### src/sv/rre_pkg.sv
// package for the rolling resistance estimator
// states, register indexes, fixed-point constants and the cordic arctangent table
`default_nettype none
package rre_pkg;

  localparam int CordicSteps = 16;
  localparam int AtanEntries = 24;
  localparam int CordicIter = (CordicSteps < AtanEntries) ? CordicSteps : AtanEntries;

  localparam logic [33:0] CordicK = 34'd652032874;
  localparam logic [19:0] GravQ16 = 20'd642908;
  localparam logic signed [19:0] DegToRad = 20'sd187404;

  localparam logic [2:0] RegMass   = 3'd0;
  localparam logic [2:0] RegRadius = 3'd1;
  localparam logic [2:0] RegPeriod = 3'd2;
  localparam logic [2:0] RegGain   = 3'd3;
  localparam logic [2:0] RegGear   = 3'd4;
  localparam logic [2:0] RegFloor  = 3'd5;

  typedef enum logic [3:0] {
    StIdle,
    StAccDiv,
    StFiltMul,
    StMrMul,
    StTgMul,
    StDrvDiv,
    StCordic,
    StSinMul,
    StCosMul,
    StCrDiv,
    StResult
  } state_e;

  function automatic logic [33:0] atan_q30(input logic [4:0] idx);
    logic [33:0] v;
    case (idx)
      5'd0:  v = 34'd843314856;
      5'd1:  v = 34'd497837829;
      5'd2:  v = 34'd263043836;
      5'd3:  v = 34'd133525158;
      5'd4:  v = 34'd67021686;
      5'd5:  v = 34'd33543515;
      5'd6:  v = 34'd16775850;
      5'd7:  v = 34'd8388437;
      5'd8:  v = 34'd4194282;
      5'd9:  v = 34'd2097149;
      5'd10: v = 34'd1048575;
      5'd11: v = 34'd524287;
      5'd12: v = 34'd262143;
      5'd13: v = 34'd131071;
      5'd14: v = 34'd65535;
      5'd15: v = 34'd32767;
      5'd16: v = 34'd16383;
      5'd17: v = 34'd8191;
      5'd18: v = 34'd4095;
      5'd19: v = 34'd2047;
      5'd20: v = 34'd1023;
      5'd21: v = 34'd511;
      5'd22: v = 34'd255;
      5'd23: v = 34'd127;
      default: v = 34'd0;
    endcase
    return v;
  endfunction

endpackage
`default_nettype wire

### src/sv/rre_mul.sv
// bit-serial unsigned multiplier, one multiplier bit per cycle
// no dependencies
`default_nettype none
module rre_mul (
  input  wire logic        clk_i,
  input  wire logic        rst_ni,
  input  wire logic        start_i,
  input  wire logic [33:0] a_i,
  input  wire logic [19:0] b_i,
  output logic             done_o,
  output logic [53:0]      prod_o
);

  logic [33:0] a_q;
  logic [54:0] acc_q, acc_d;
  logic [35:0] sum;
  logic [4:0]  cnt_q;
  logic        busy_q, done_q;

  always_comb begin
    sum   = {1'b0, acc_q[54:20]} + (acc_q[0] ? {2'b0, a_q} : 36'd0);
    acc_d = {sum, acc_q[19:1]};
  end

  always_ff @(posedge clk_i or negedge rst_ni) begin
    if (!rst_ni) begin
      busy_q <= 1'b0;
      done_q <= 1'b0;
      cnt_q  <= '0;
    end else begin
      done_q <= 1'b0;
      if (start_i) begin
        busy_q <= 1'b1;
        cnt_q  <= 5'd19;
      end else if (busy_q) begin
        cnt_q <= cnt_q - 5'd1;
        if (cnt_q == 5'd0) begin
          busy_q <= 1'b0;
          done_q <= 1'b1;
        end
      end
    end
  end

  always_ff @(posedge clk_i) begin
    if (start_i) begin
      a_q   <= a_i;
      acc_q <= {35'd0, b_i};
    end else if (busy_q) begin
      acc_q <= acc_d;
    end
  end

  assign done_o = done_q;
  assign prod_o = acc_q[53:0];

endmodule
`default_nettype wire

### src/sv/rre_div.sv
// bit-serial restoring divider, one quotient bit per cycle
// no dependencies
`default_nettype none
module rre_div (
  input  wire logic        clk_i,
  input  wire logic        rst_ni,
  input  wire logic        start_i,
  input  wire logic [63:0] num_i,
  input  wire logic [31:0] den_i,
  output logic             done_o,
  output logic [63:0]      quo_o
);

  logic [63:0] n_q;
  logic [31:0] d_q, rem_q;
  logic [32:0] sh;
  logic        ge;
  logic [5:0]  cnt_q;
  logic        busy_q, done_q;

  always_comb begin
    sh = {rem_q, n_q[63]};
    ge = (sh >= {1'b0, d_q});
  end

  always_ff @(posedge clk_i or negedge rst_ni) begin
    if (!rst_ni) begin
      busy_q <= 1'b0;
      done_q <= 1'b0;
      cnt_q  <= '0;
    end else begin
      done_q <= 1'b0;
      if (start_i) begin
        busy_q <= 1'b1;
        cnt_q  <= 6'd63;
      end else if (busy_q) begin
        cnt_q <= cnt_q - 6'd1;
        if (cnt_q == 6'd0) begin
          busy_q <= 1'b0;
          done_q <= 1'b1;
        end
      end
    end
  end

  always_ff @(posedge clk_i) begin
    if (start_i) begin
      n_q   <= num_i;
      d_q   <= den_i;
      rem_q <= '0;
    end else if (busy_q) begin
      rem_q <= ge ? 32'(sh - {1'b0, d_q}) : sh[31:0];
      n_q   <= {n_q[62:0], ge};
    end
  end

  assign done_o = done_q;
  assign quo_o  = n_q;

endmodule
`default_nettype wire

### src/sv/rolling_resistance_estimator.sv
// rolling resistance estimator, top level: sequencer, cordic, state and registers
// uses rre_pkg, rre_mul and rre_div
// each word runs three serial divides, five serial multiplies and a cordic in turn;
// a floored result skips the last divide
// one word in flight; the next is taken only once the last is through, and later
// while a finished word still waits in the output register
// reset: registers take their documented defaults, speed and filter state clear
`default_nettype none
module rolling_resistance_estimator (
  input  wire logic        clk_i,
  input  wire logic        rst_ni,
  input  wire logic        in_valid_i,
  output logic             in_ready_o,
  input  wire logic [15:0] speed_i,
  input  wire logic [15:0] motor_torque_i,
  input  wire logic [13:0] pitch_i,
  output logic             out_valid_o,
  input  wire logic        out_ready_i,
  output logic [15:0]      coefficient_o,
  output logic             floored_o,
  input  wire logic        cfg_valid_i,
  output logic             cfg_ready_o,
  input  wire logic [2:0]  cfg_index_i,
  input  wire logic [15:0] cfg_data_i
);

  rre_pkg::state_e state_q, state_d;

  // configuration registers
  logic [11:0] mass_q;
  logic [15:0] radius_q, period_q, gain_q, gear_q, floor_q;

  // persistent state
  logic [15:0] prev_q;
  logic [31:0] filt_q;

  // captured sample and intermediate values
  logic [15:0] spd_q, trq_q;
  logic [13:0] pitch_q;
  logic [31:0] accel_q;
  logic [27:0] mr_q;
  logic [31:0] tg_q;
  logic [48:0] drive_q;
  logic [49:0] num_q;
  logic [24:0] den_q;
  logic [15:0] res_coef_q;
  logic        res_fl_q;
  logic        launch_q;

  // cordic datapath
  logic signed [33:0] cx_q, cy_q, cz_q;
  logic [4:0]         ccnt_q;

  // shared serial units
  logic        mul_start, mul_done, div_start, div_done;
  logic [33:0] mul_a;
  logic [19:0] mul_b;
  logic [53:0] mul_p;
  logic [63:0] div_n, div_q;
  logic [31:0] div_d;

  logic        in_acc, out_acc;
  logic        cordic_end;

  // acceleration operands
  logic signed [16:0] sdiff;
  logic               sneg;
  logic [15:0]        smag;
  // filter operands
  logic signed [32:0] af;
  logic               afneg;
  logic [32:0]        afmag;
  logic               tneg;
  logic [15:0]        tmag;
  logic [54:0]        sprod;
  logic               pneg;
  logic [31:0]        filt_next;
  logic [31:0]        accel_next;
  logic [24:0]        gterm;
  logic [49:0]        num_next;
  logic [15:0]        per_eff;

  assign in_acc      = in_valid_i && in_ready_o;
  assign out_acc     = out_valid_o && out_ready_i;
  assign cfg_ready_o = 1'b1;
  assign in_ready_o  = (state_q == rre_pkg::StIdle);
  assign cordic_end  = !launch_q && (ccnt_q == 5'(rre_pkg::CordicIter));

  always_comb begin
    sdiff = $signed({1'b0, spd_q}) - $signed({1'b0, prev_q});
    sneg  = sdiff[16];
    smag  = sneg ? 16'(-sdiff) : sdiff[15:0];
    af    = $signed({accel_q[31], accel_q}) - $signed({filt_q[31], filt_q});
    afneg = af[32];
    afmag = afneg ? 33'(-af) : 33'(af);
    tneg  = trq_q[15];
    tmag  = tneg ? 16'(-$signed(trq_q)) : trq_q;
    per_eff = (period_q == 16'd0) ? 16'd1 : period_q;
  end

  // sign of the current product
  always_comb begin
    case (state_q)
      rre_pkg::StFiltMul: pneg = afneg;
      rre_pkg::StSinMul:  pneg = cy_q[33];
      rre_pkg::StCosMul:  pneg = cx_q[33];
      default:            pneg = 1'b0;
    endcase
    sprod = pneg ? 55'(-{1'b0, mul_p}) : {1'b0, mul_p};
    gterm = sprod[54:30];
  end

  always_comb begin
    // filter: f + floor(gain*(a - f) / 2^16)
    filt_next = filt_q + sprod[47:16];
    // acceleration magnitude quotient back to a saturated signed value
    if (!sneg) begin
      accel_next = (div_q[63:31] != 33'd0) ? 32'h7fff_ffff : div_q[31:0];
    end else begin
      accel_next = ((div_q[63:32] != 32'd0) || (div_q[31] && div_q[30:0] != 31'd0))
                   ? 32'h8000_0000 : 32'(-div_q[31:0]);
    end
    num_next = $signed(drive_q) - $signed({{18{filt_q[31]}}, filt_q})
             - $signed({{25{gterm[24]}}, gterm});
  end

  // next state
  always_comb begin
    state_d = state_q;
    case (state_q)
      rre_pkg::StIdle:    if (in_acc) state_d = rre_pkg::StAccDiv;
      rre_pkg::StAccDiv:  if (div_done) state_d = rre_pkg::StFiltMul;
      rre_pkg::StFiltMul: if (mul_done) state_d = rre_pkg::StMrMul;
      rre_pkg::StMrMul:   if (mul_done) state_d = rre_pkg::StTgMul;
      rre_pkg::StTgMul:   if (mul_done) state_d = rre_pkg::StDrvDiv;
      rre_pkg::StDrvDiv:  if (div_done) state_d = rre_pkg::StCordic;
      rre_pkg::StCordic:  if (cordic_end) state_d = rre_pkg::StSinMul;
      rre_pkg::StSinMul:  if (mul_done) state_d = rre_pkg::StCosMul;
      rre_pkg::StCosMul: begin
        if (mul_done) state_d = num_q[49] ? rre_pkg::StResult : rre_pkg::StCrDiv;
      end
      rre_pkg::StCrDiv:   if (div_done) state_d = rre_pkg::StResult;
      rre_pkg::StResult:  if (!out_valid_o || out_ready_i) state_d = rre_pkg::StIdle;
      default:            state_d = rre_pkg::StIdle;
    endcase
  end

  // unit launches and operand selection
  always_comb begin
    mul_start = 1'b0;
    div_start = 1'b0;
    mul_a     = '0;
    mul_b     = '0;
    div_n     = '0;
    div_d     = 32'd1;
    case (state_q)
      rre_pkg::StAccDiv: begin
        div_start = launch_q;
        div_n     = {24'd0, smag, 24'd0};
        div_d     = {16'd0, per_eff};
      end
      rre_pkg::StFiltMul: begin
        mul_start = launch_q;
        mul_a     = {1'b0, afmag};
        mul_b     = {4'd0, gain_q};
      end
      rre_pkg::StMrMul: begin
        mul_start = launch_q;
        mul_a     = {22'd0, mass_q};
        mul_b     = {4'd0, radius_q};
      end
      rre_pkg::StTgMul: begin
        mul_start = launch_q;
        mul_a     = {18'd0, tmag};
        mul_b     = {4'd0, gear_q};
      end
      rre_pkg::StDrvDiv: begin
        div_start = launch_q;
        div_n     = {16'd0, tg_q, 16'd0};
        div_d     = {4'd0, mr_q};
      end
      rre_pkg::StSinMul: begin
        mul_start = launch_q;
        mul_a     = cy_q[33] ? 34'(-cy_q) : cy_q;
        mul_b     = rre_pkg::GravQ16;
      end
      rre_pkg::StCosMul: begin
        mul_start = launch_q;
        mul_a     = cx_q[33] ? 34'(-cx_q) : cx_q;
        mul_b     = rre_pkg::GravQ16;
      end
      rre_pkg::StCrDiv: begin
        div_start = launch_q;
        div_n     = {2'd0, num_q, 12'd0};
        div_d     = {7'd0, den_q};
      end
      default: begin
        mul_start = 1'b0;
      end
    endcase
  end

  rre_mul u_mul (
    .clk_i   (clk_i),
    .rst_ni  (rst_ni),
    .start_i (mul_start),
    .a_i     (mul_a),
    .b_i     (mul_b),
    .done_o  (mul_done),
    .prod_o  (mul_p)
  );

  rre_div u_div (
    .clk_i   (clk_i),
    .rst_ni  (rst_ni),
    .start_i (div_start),
    .num_i   (div_n),
    .den_i   (div_d),
    .done_o  (div_done),
    .quo_o   (div_q)
  );

  // control, configuration and persistent state
  always_ff @(posedge clk_i or negedge rst_ni) begin
    if (!rst_ni) begin
      state_q     <= rre_pkg::StIdle;
      launch_q    <= 1'b0;
      out_valid_o <= 1'b0;
      mass_q      <= 12'd700;
      radius_q    <= 16'd15729;
      period_q    <= 16'd6554;
      gain_q      <= 16'd13107;
      gear_q      <= 16'd16847;
      floor_q     <= 16'd410;
      prev_q      <= '0;
      filt_q      <= '0;
    end else begin
      state_q  <= state_d;
      launch_q <= (state_d != state_q);
      if (cfg_valid_i) begin
        case (cfg_index_i)
          rre_pkg::RegMass:   mass_q   <= cfg_data_i[11:0];
          rre_pkg::RegRadius: radius_q <= cfg_data_i;
          rre_pkg::RegPeriod: period_q <= cfg_data_i;
          rre_pkg::RegGain:   gain_q   <= cfg_data_i;
          rre_pkg::RegGear:   gear_q   <= cfg_data_i;
          rre_pkg::RegFloor:  floor_q  <= cfg_data_i;
          default: ;
        endcase
      end
      if (state_q == rre_pkg::StFiltMul && mul_done) filt_q <= filt_next;
      if (state_q == rre_pkg::StResult && state_d == rre_pkg::StIdle) begin
        out_valid_o <= 1'b1;
        prev_q      <= spd_q;
      end else if (out_acc) begin
        out_valid_o <= 1'b0;
      end
    end
  end

  // datapath words
  always_ff @(posedge clk_i) begin
    if (in_acc) begin
      spd_q   <= speed_i;
      trq_q   <= motor_torque_i;
      pitch_q <= pitch_i;
    end
    case (state_q)
      rre_pkg::StAccDiv: if (div_done) accel_q <= accel_next;
      rre_pkg::StMrMul: begin
        if (mul_done) mr_q <= (mul_p[27:0] == 28'd0) ? 28'd1 : mul_p[27:0];
      end
      rre_pkg::StTgMul: if (mul_done) tg_q <= mul_p[31:0];
      rre_pkg::StDrvDiv: begin
        if (div_done) drive_q <= tneg ? 49'(-{1'b0, div_q[47:0]}) : {1'b0, div_q[47:0]};
      end
      rre_pkg::StCordic: begin
        // one micro-rotation per cycle
        if (launch_q) begin
          cx_q   <= rre_pkg::CordicK;
          cy_q   <= '0;
          cz_q   <= 34'($signed(pitch_q) * rre_pkg::DegToRad);
          ccnt_q <= '0;
        end else if (!cordic_end) begin
          if (!cz_q[33]) begin
            cx_q <= cx_q - (cy_q >>> ccnt_q);
            cy_q <= cy_q + (cx_q >>> ccnt_q);
            cz_q <= cz_q - $signed(rre_pkg::atan_q30(ccnt_q));
          end else begin
            cx_q <= cx_q + (cy_q >>> ccnt_q);
            cy_q <= cy_q - (cx_q >>> ccnt_q);
            cz_q <= cz_q + $signed(rre_pkg::atan_q30(ccnt_q));
          end
          ccnt_q <= ccnt_q + 5'd1;
        end
      end
      rre_pkg::StSinMul: if (mul_done) num_q <= num_next;
      rre_pkg::StCosMul: begin
        if (mul_done) begin
          // non-positive cosine term is taken as one
          den_q      <= ($signed(gterm) <= 0) ? 25'd1 : gterm;
          res_coef_q <= floor_q;
          res_fl_q   <= 1'b1;
        end
      end
      rre_pkg::StCrDiv: begin
        if (div_done) begin
          res_coef_q <= (div_q[63:16] != 48'd0) ? 16'hffff : div_q[15:0];
          res_fl_q   <= 1'b0;
        end
      end
      rre_pkg::StResult: begin
        if (!out_valid_o || out_ready_i) begin
          coefficient_o <= res_coef_q;
          floored_o     <= res_fl_q;
        end
      end
      default: ;
    endcase
  end

endmodule
`default_nettype wire

### config.mk
export PLATFORM = sky130hd
export DESIGN_NAME = rolling_resistance_estimator
export DESIGN_NICKNAME = d
export VERILOG_FILES = /design/src/sv/rre_pkg.sv /design/src/sv/rre_mul.sv /design/src/sv/rre_div.sv /design/src/sv/rolling_resistance_estimator.sv
export SDC_FILE = /design/constraint.sdc
export NUM_CORES = 2
export LEC_CHECK = 0
export BUFFER_PORTS_ARGS = -buffer_cell sky130_fd_sc_hd__buf_2
export CAP_MARGIN = 5
export CORE_ASPECT_RATIO = 0.5
export CORE_MARGIN = 2
export CORE_UTILIZATION = 65
export CTS_CLUSTER_SIZE = 14
export DETAILED_ROUTE_END_ITERATION = 10
export MAX_ROUTING_LAYER = met4
export PLACE_DENSITY = 0.82
export REMOVE_ABC_BUFFERS = 1
export SLEW_MARGIN = 20
export SYNTH_ARGS = -nofsm -noshare
export SYNTH_HDL_FRONTEND = slang
export SYNTH_HIERARCHICAL = 1
export SYNTH_SLANG_ARGS = --single-unit
### constraint.sdc
create_clock -name clk_i -period 10.35 [get_ports clk_i]
set_input_delay 1.035 -clock clk_i [delete_from_list [all_inputs] [get_ports clk_i]]
set_output_delay 1.035 -clock clk_i [all_outputs]
set_load 0.1 [all_outputs]
==> flow_summary.json <==
{
  "crit_path_start": "filt_q[0]$_DFFE_PN0P_",
  "area_delta_synth_final_pct": 5.937,
  "worstSetupEndpointType": "flip-flop",
  "fin_ws_ps": 1396,
  "whs_ps": 419.8,
  "fin_skew_ps": 55.30,
  "synth-xor-area-share_pct": 8.161,
  "grt_pass1_vias": 49520,
  "n_fill_cell": 7215,
  "start_util_pct": 65.79,
  "vias_per_cell": 6.660,
  "io_pins": 90,
  "synthMuxAreaShare_pct": 8.267,
  "rows": 80,
  "netlist_area_um2": 62890,
  "post_cts_resized": 0,
  "grt_pass1_wl_mm": 289.7,
  "cp_slowest_stage_delay_ps": 670,
  "rsz0062_at_grt": "no",
  "clock-sinks": 811,
  "routedWlPerCell_um": 24.87,
  "first_pass_iters": 8,
  "cap_violations": 0,
  "die_y_um": 223.9,
  "tightest_slew_ps": 1114,
  "synth_cell_types": 111,
  "clock_latency_ps": 730,
  "fin_util_pct": 69.69,
  "core_area_um2": 95590,
  "route.detailed.drc": 0,
  "min_path_type": "flip-flop to flip-flop",
  "dieArea_um2": 99400,
  "yosys_warnings": 6,
  "slew_headroom_pct": 24.53,
  "hold_path_depth": 0,
  "antenna_found_initial": 8,
  "synth_fa_ha_area_share_pct": 12.15,
  "start_kind": "flip-flop",
  "cp.arrival_ps": 9410,
  "ys_ff_latch": 811,
  "hold_buffers": 0,
  "cts_tree": "yes",
  "synth_edf_count": 553,
  "cts_setup_buffers": 0,
  "final_nets": 6939,
  "globalplace.congestion": 1.029,
  "cp_top_family": "compound AO/OA/AOI/OAI gates",
  "wl_met3_mm": 17.72,
  "root_buffer": "clkbuf_16",
  "maxSlewViolCount": 0,
  "hold_viol": 0,
  "yosys.area_share.simple_pct": 13.56,
  "routed-wl-met2_mm": 87.46,
  "fin_crit_sh_pct": 86.52,
  "irDropWorstVdd_mv": 0.1379,
  "finalPower_mw": 9.654,
  "reg2reg_slack_ps": 1400,
  "r2r_cells": 29,
  "place.port_buffers": 88,
  "dpl_worst_slack_ps": 1544,
  "async_flop_share_pct": 19.85,
  "min_from": "res_coef_q[9]$_DFFE_PP_",
  "place_hpwl_mm": 143.9,
  "numCtsBuffers": 76,
  "tns_ps": 0,
  "max_freq_mhz": 111.7,
  "crit_required_ps": 10800,
  "vias": 51020,
  "cp_slowest_cell": "or2_2",
  "status": "complete, no violations",
  "postRouteAntennaNets": 0,
  "drt_wl_total_mm": 190.5,
  "power.density_nw_per_um2": 144.9,
  "finalCriticalPeriod_ps": 8954,
  "worst-setup-path-type": "flip-flop to flip-flop",
  "reg2reg_from": "filt_q[0]$_DFFE_PN0P_",
  "grt_max_degree": 93,
  "whs_endpoint": "coefficient_o[9]$_DFFE_PP_",
  "grt-ovfl-total": 0,
  "synth_compound_area_share_pct": 17.14,
  "syn_inst": 6415,
  "syn-mean-instance-area_um2": 9.803,
  "h-tree-depth": 3,
  "clk_pin_slew_ps": 70,
  "track_usage_pct": 38.98,
  "wl_met1_mm": 77.05,
  "cp_num_buf_inv": 2,
  "crit_fanout": 31,
  "setup_viol": 0,
  "rr_endpoint": "num_q[46]$_DFFE_PP_",
  "leakagePower_nw": 26.69,
  "die_w_um": 443.9,
  "highest_layer": "met4",
  "synth_flop_cell": "edfxtp_1",
  "drtIter0Drc": 5783,
  "clockBufferDepth": 3,
  "ys_seq_area_share_pct": 35.99,
  "synth_top_family_by_area": "compound AO/OA/AOI/OAI gates",
  "drive_gt1_share_pct": 11.67
}
[sequential cells by signal, summed over array words and instances, names as in the netlist, 25 cells and up, named ones only]
name         cells
accel_q         32
cx_q            34
cy_q            34
cz_q            34
den_q           25
drive_q         49
filt_q          32
mr_q            28
num_q           50
tg_q            32
u_div/d_q       32
u_div/quo_o     64
u_div/rem_q     32
u_mul/a_q       34
u_mul/acc_q     55
[worst max path at each step]
stage,cells past startpoint,to,slack (ps)
global placement,29,num_q[46]$_DFFE_PP_,1680
global route,29,num_q[46]$_DFFE_PP_,780
detailed placement,29,num_q[46]$_DFFE_PP_,1540
finish,29,num_q[46]$_DFFE_PP_,1400
floorplan,26,num_q[46]$_DFFE_PP_,1890
CTS,29,num_q[46]$_DFFE_PP_,1550
[power by group]
group          total, mW  internal, mW  switching (mW)
Clock               3.00          1.62            1.38
Combinational       2.46         0.986            1.47
Sequential          4.19          3.82           0.379
Total               9.65          6.42            3.23
[area by class of cell]
type | instances | area (um2) | share of cell area [%]
repair buffers | 170 | 1079 | 1.619
flip-flops and latches | 811 | 22640 | 33.98
inverters | 324 | 1219 | 1.829
well taps | 1271 | 1590 | 2.387
clock buffers | 117 | 2240 | 3.362
multi-input cells | 4936 | 37480 | 56.26
clock inverters | 25 | 362.8 | 0.5447
diodes | 6 | 15.01 | 0.02254
[synthesized netlist by cell type (132+ instances only)]
library cell | instances | area (um2)
xnor2_1 | 346 | 3030
clkbuf_1 | 225 | 844.6
nor2_1 | 450 | 1689
nand2_1 | 474 | 1779
ha_1 | 450 | 5630
o21ai_0 | 380 | 1902
inv_1 | 323 | 1212
xor2_1 | 240 | 2102
a21oi_1 | 440 | 2202
mux2_2 | 213 | 2399
a21o_1 | 132 | 991.0
edfxtp_1 | 553 | 16610
[cell usage in the layout (no fill, tap or decap), drive strengths merged, types with 75 or more instances in the layout]
master | synthesis | final
nand2 | 476 | 476
xnor2 | 346 | 346
a21oi | 442 | 442
dfrtp | 118 | 118
edfxtp | 553 | 553
clkbuf | 229 | 117
inv | 323 | 326
mux4 | 87 | 87
fa | 100 | 100
o21ai | 401 | 401
buf | 135 | 170
mux2i | 84 | 84
nor3 | 122 | 122
and2 | 123 | 123
nand2b | 87 | 87
mux2 | 213 | 213
dfxtp | 97 | 97
xor2 | 240 | 240
ha | 450 | 450
or3 | 75 | 75
a21o | 133 | 133
nand3 | 103 | 103
a211oi | 81 | 81
nor2 | 451 | 451
[cell families (layout without fill, tap and decap cells)]
logic type / count (synthesis) / count (layout)
buffers and inverters: 688 / 636
muxes: 384 / 384
DFF: 811 / 811
adders and majority gates: 551 / 551
other: 2 / 28
and+or+nand+nor: 1733 / 1733
AOI/OAI and AO/OA: 1660 / 1660
xor gates and xnor gates: 586 / 586
[layer usage]
metal | vias up | track usage (%)
met2 | 2507 | 61.10
met5 | - | -
met3 | 474 | 7.487
li1 | 23210 | -
met4 | 0 | 15.24
met1 | 24820 | 50.30
[stage by stage]
stage	instances	area (um2)
floorplan	6071	61210
finish	7660	66620
CTS	7652	66570
global route	7659	66620
global placement	7510	63970
detailed placement	7510	63970
(Power assumes the default switching activity.)
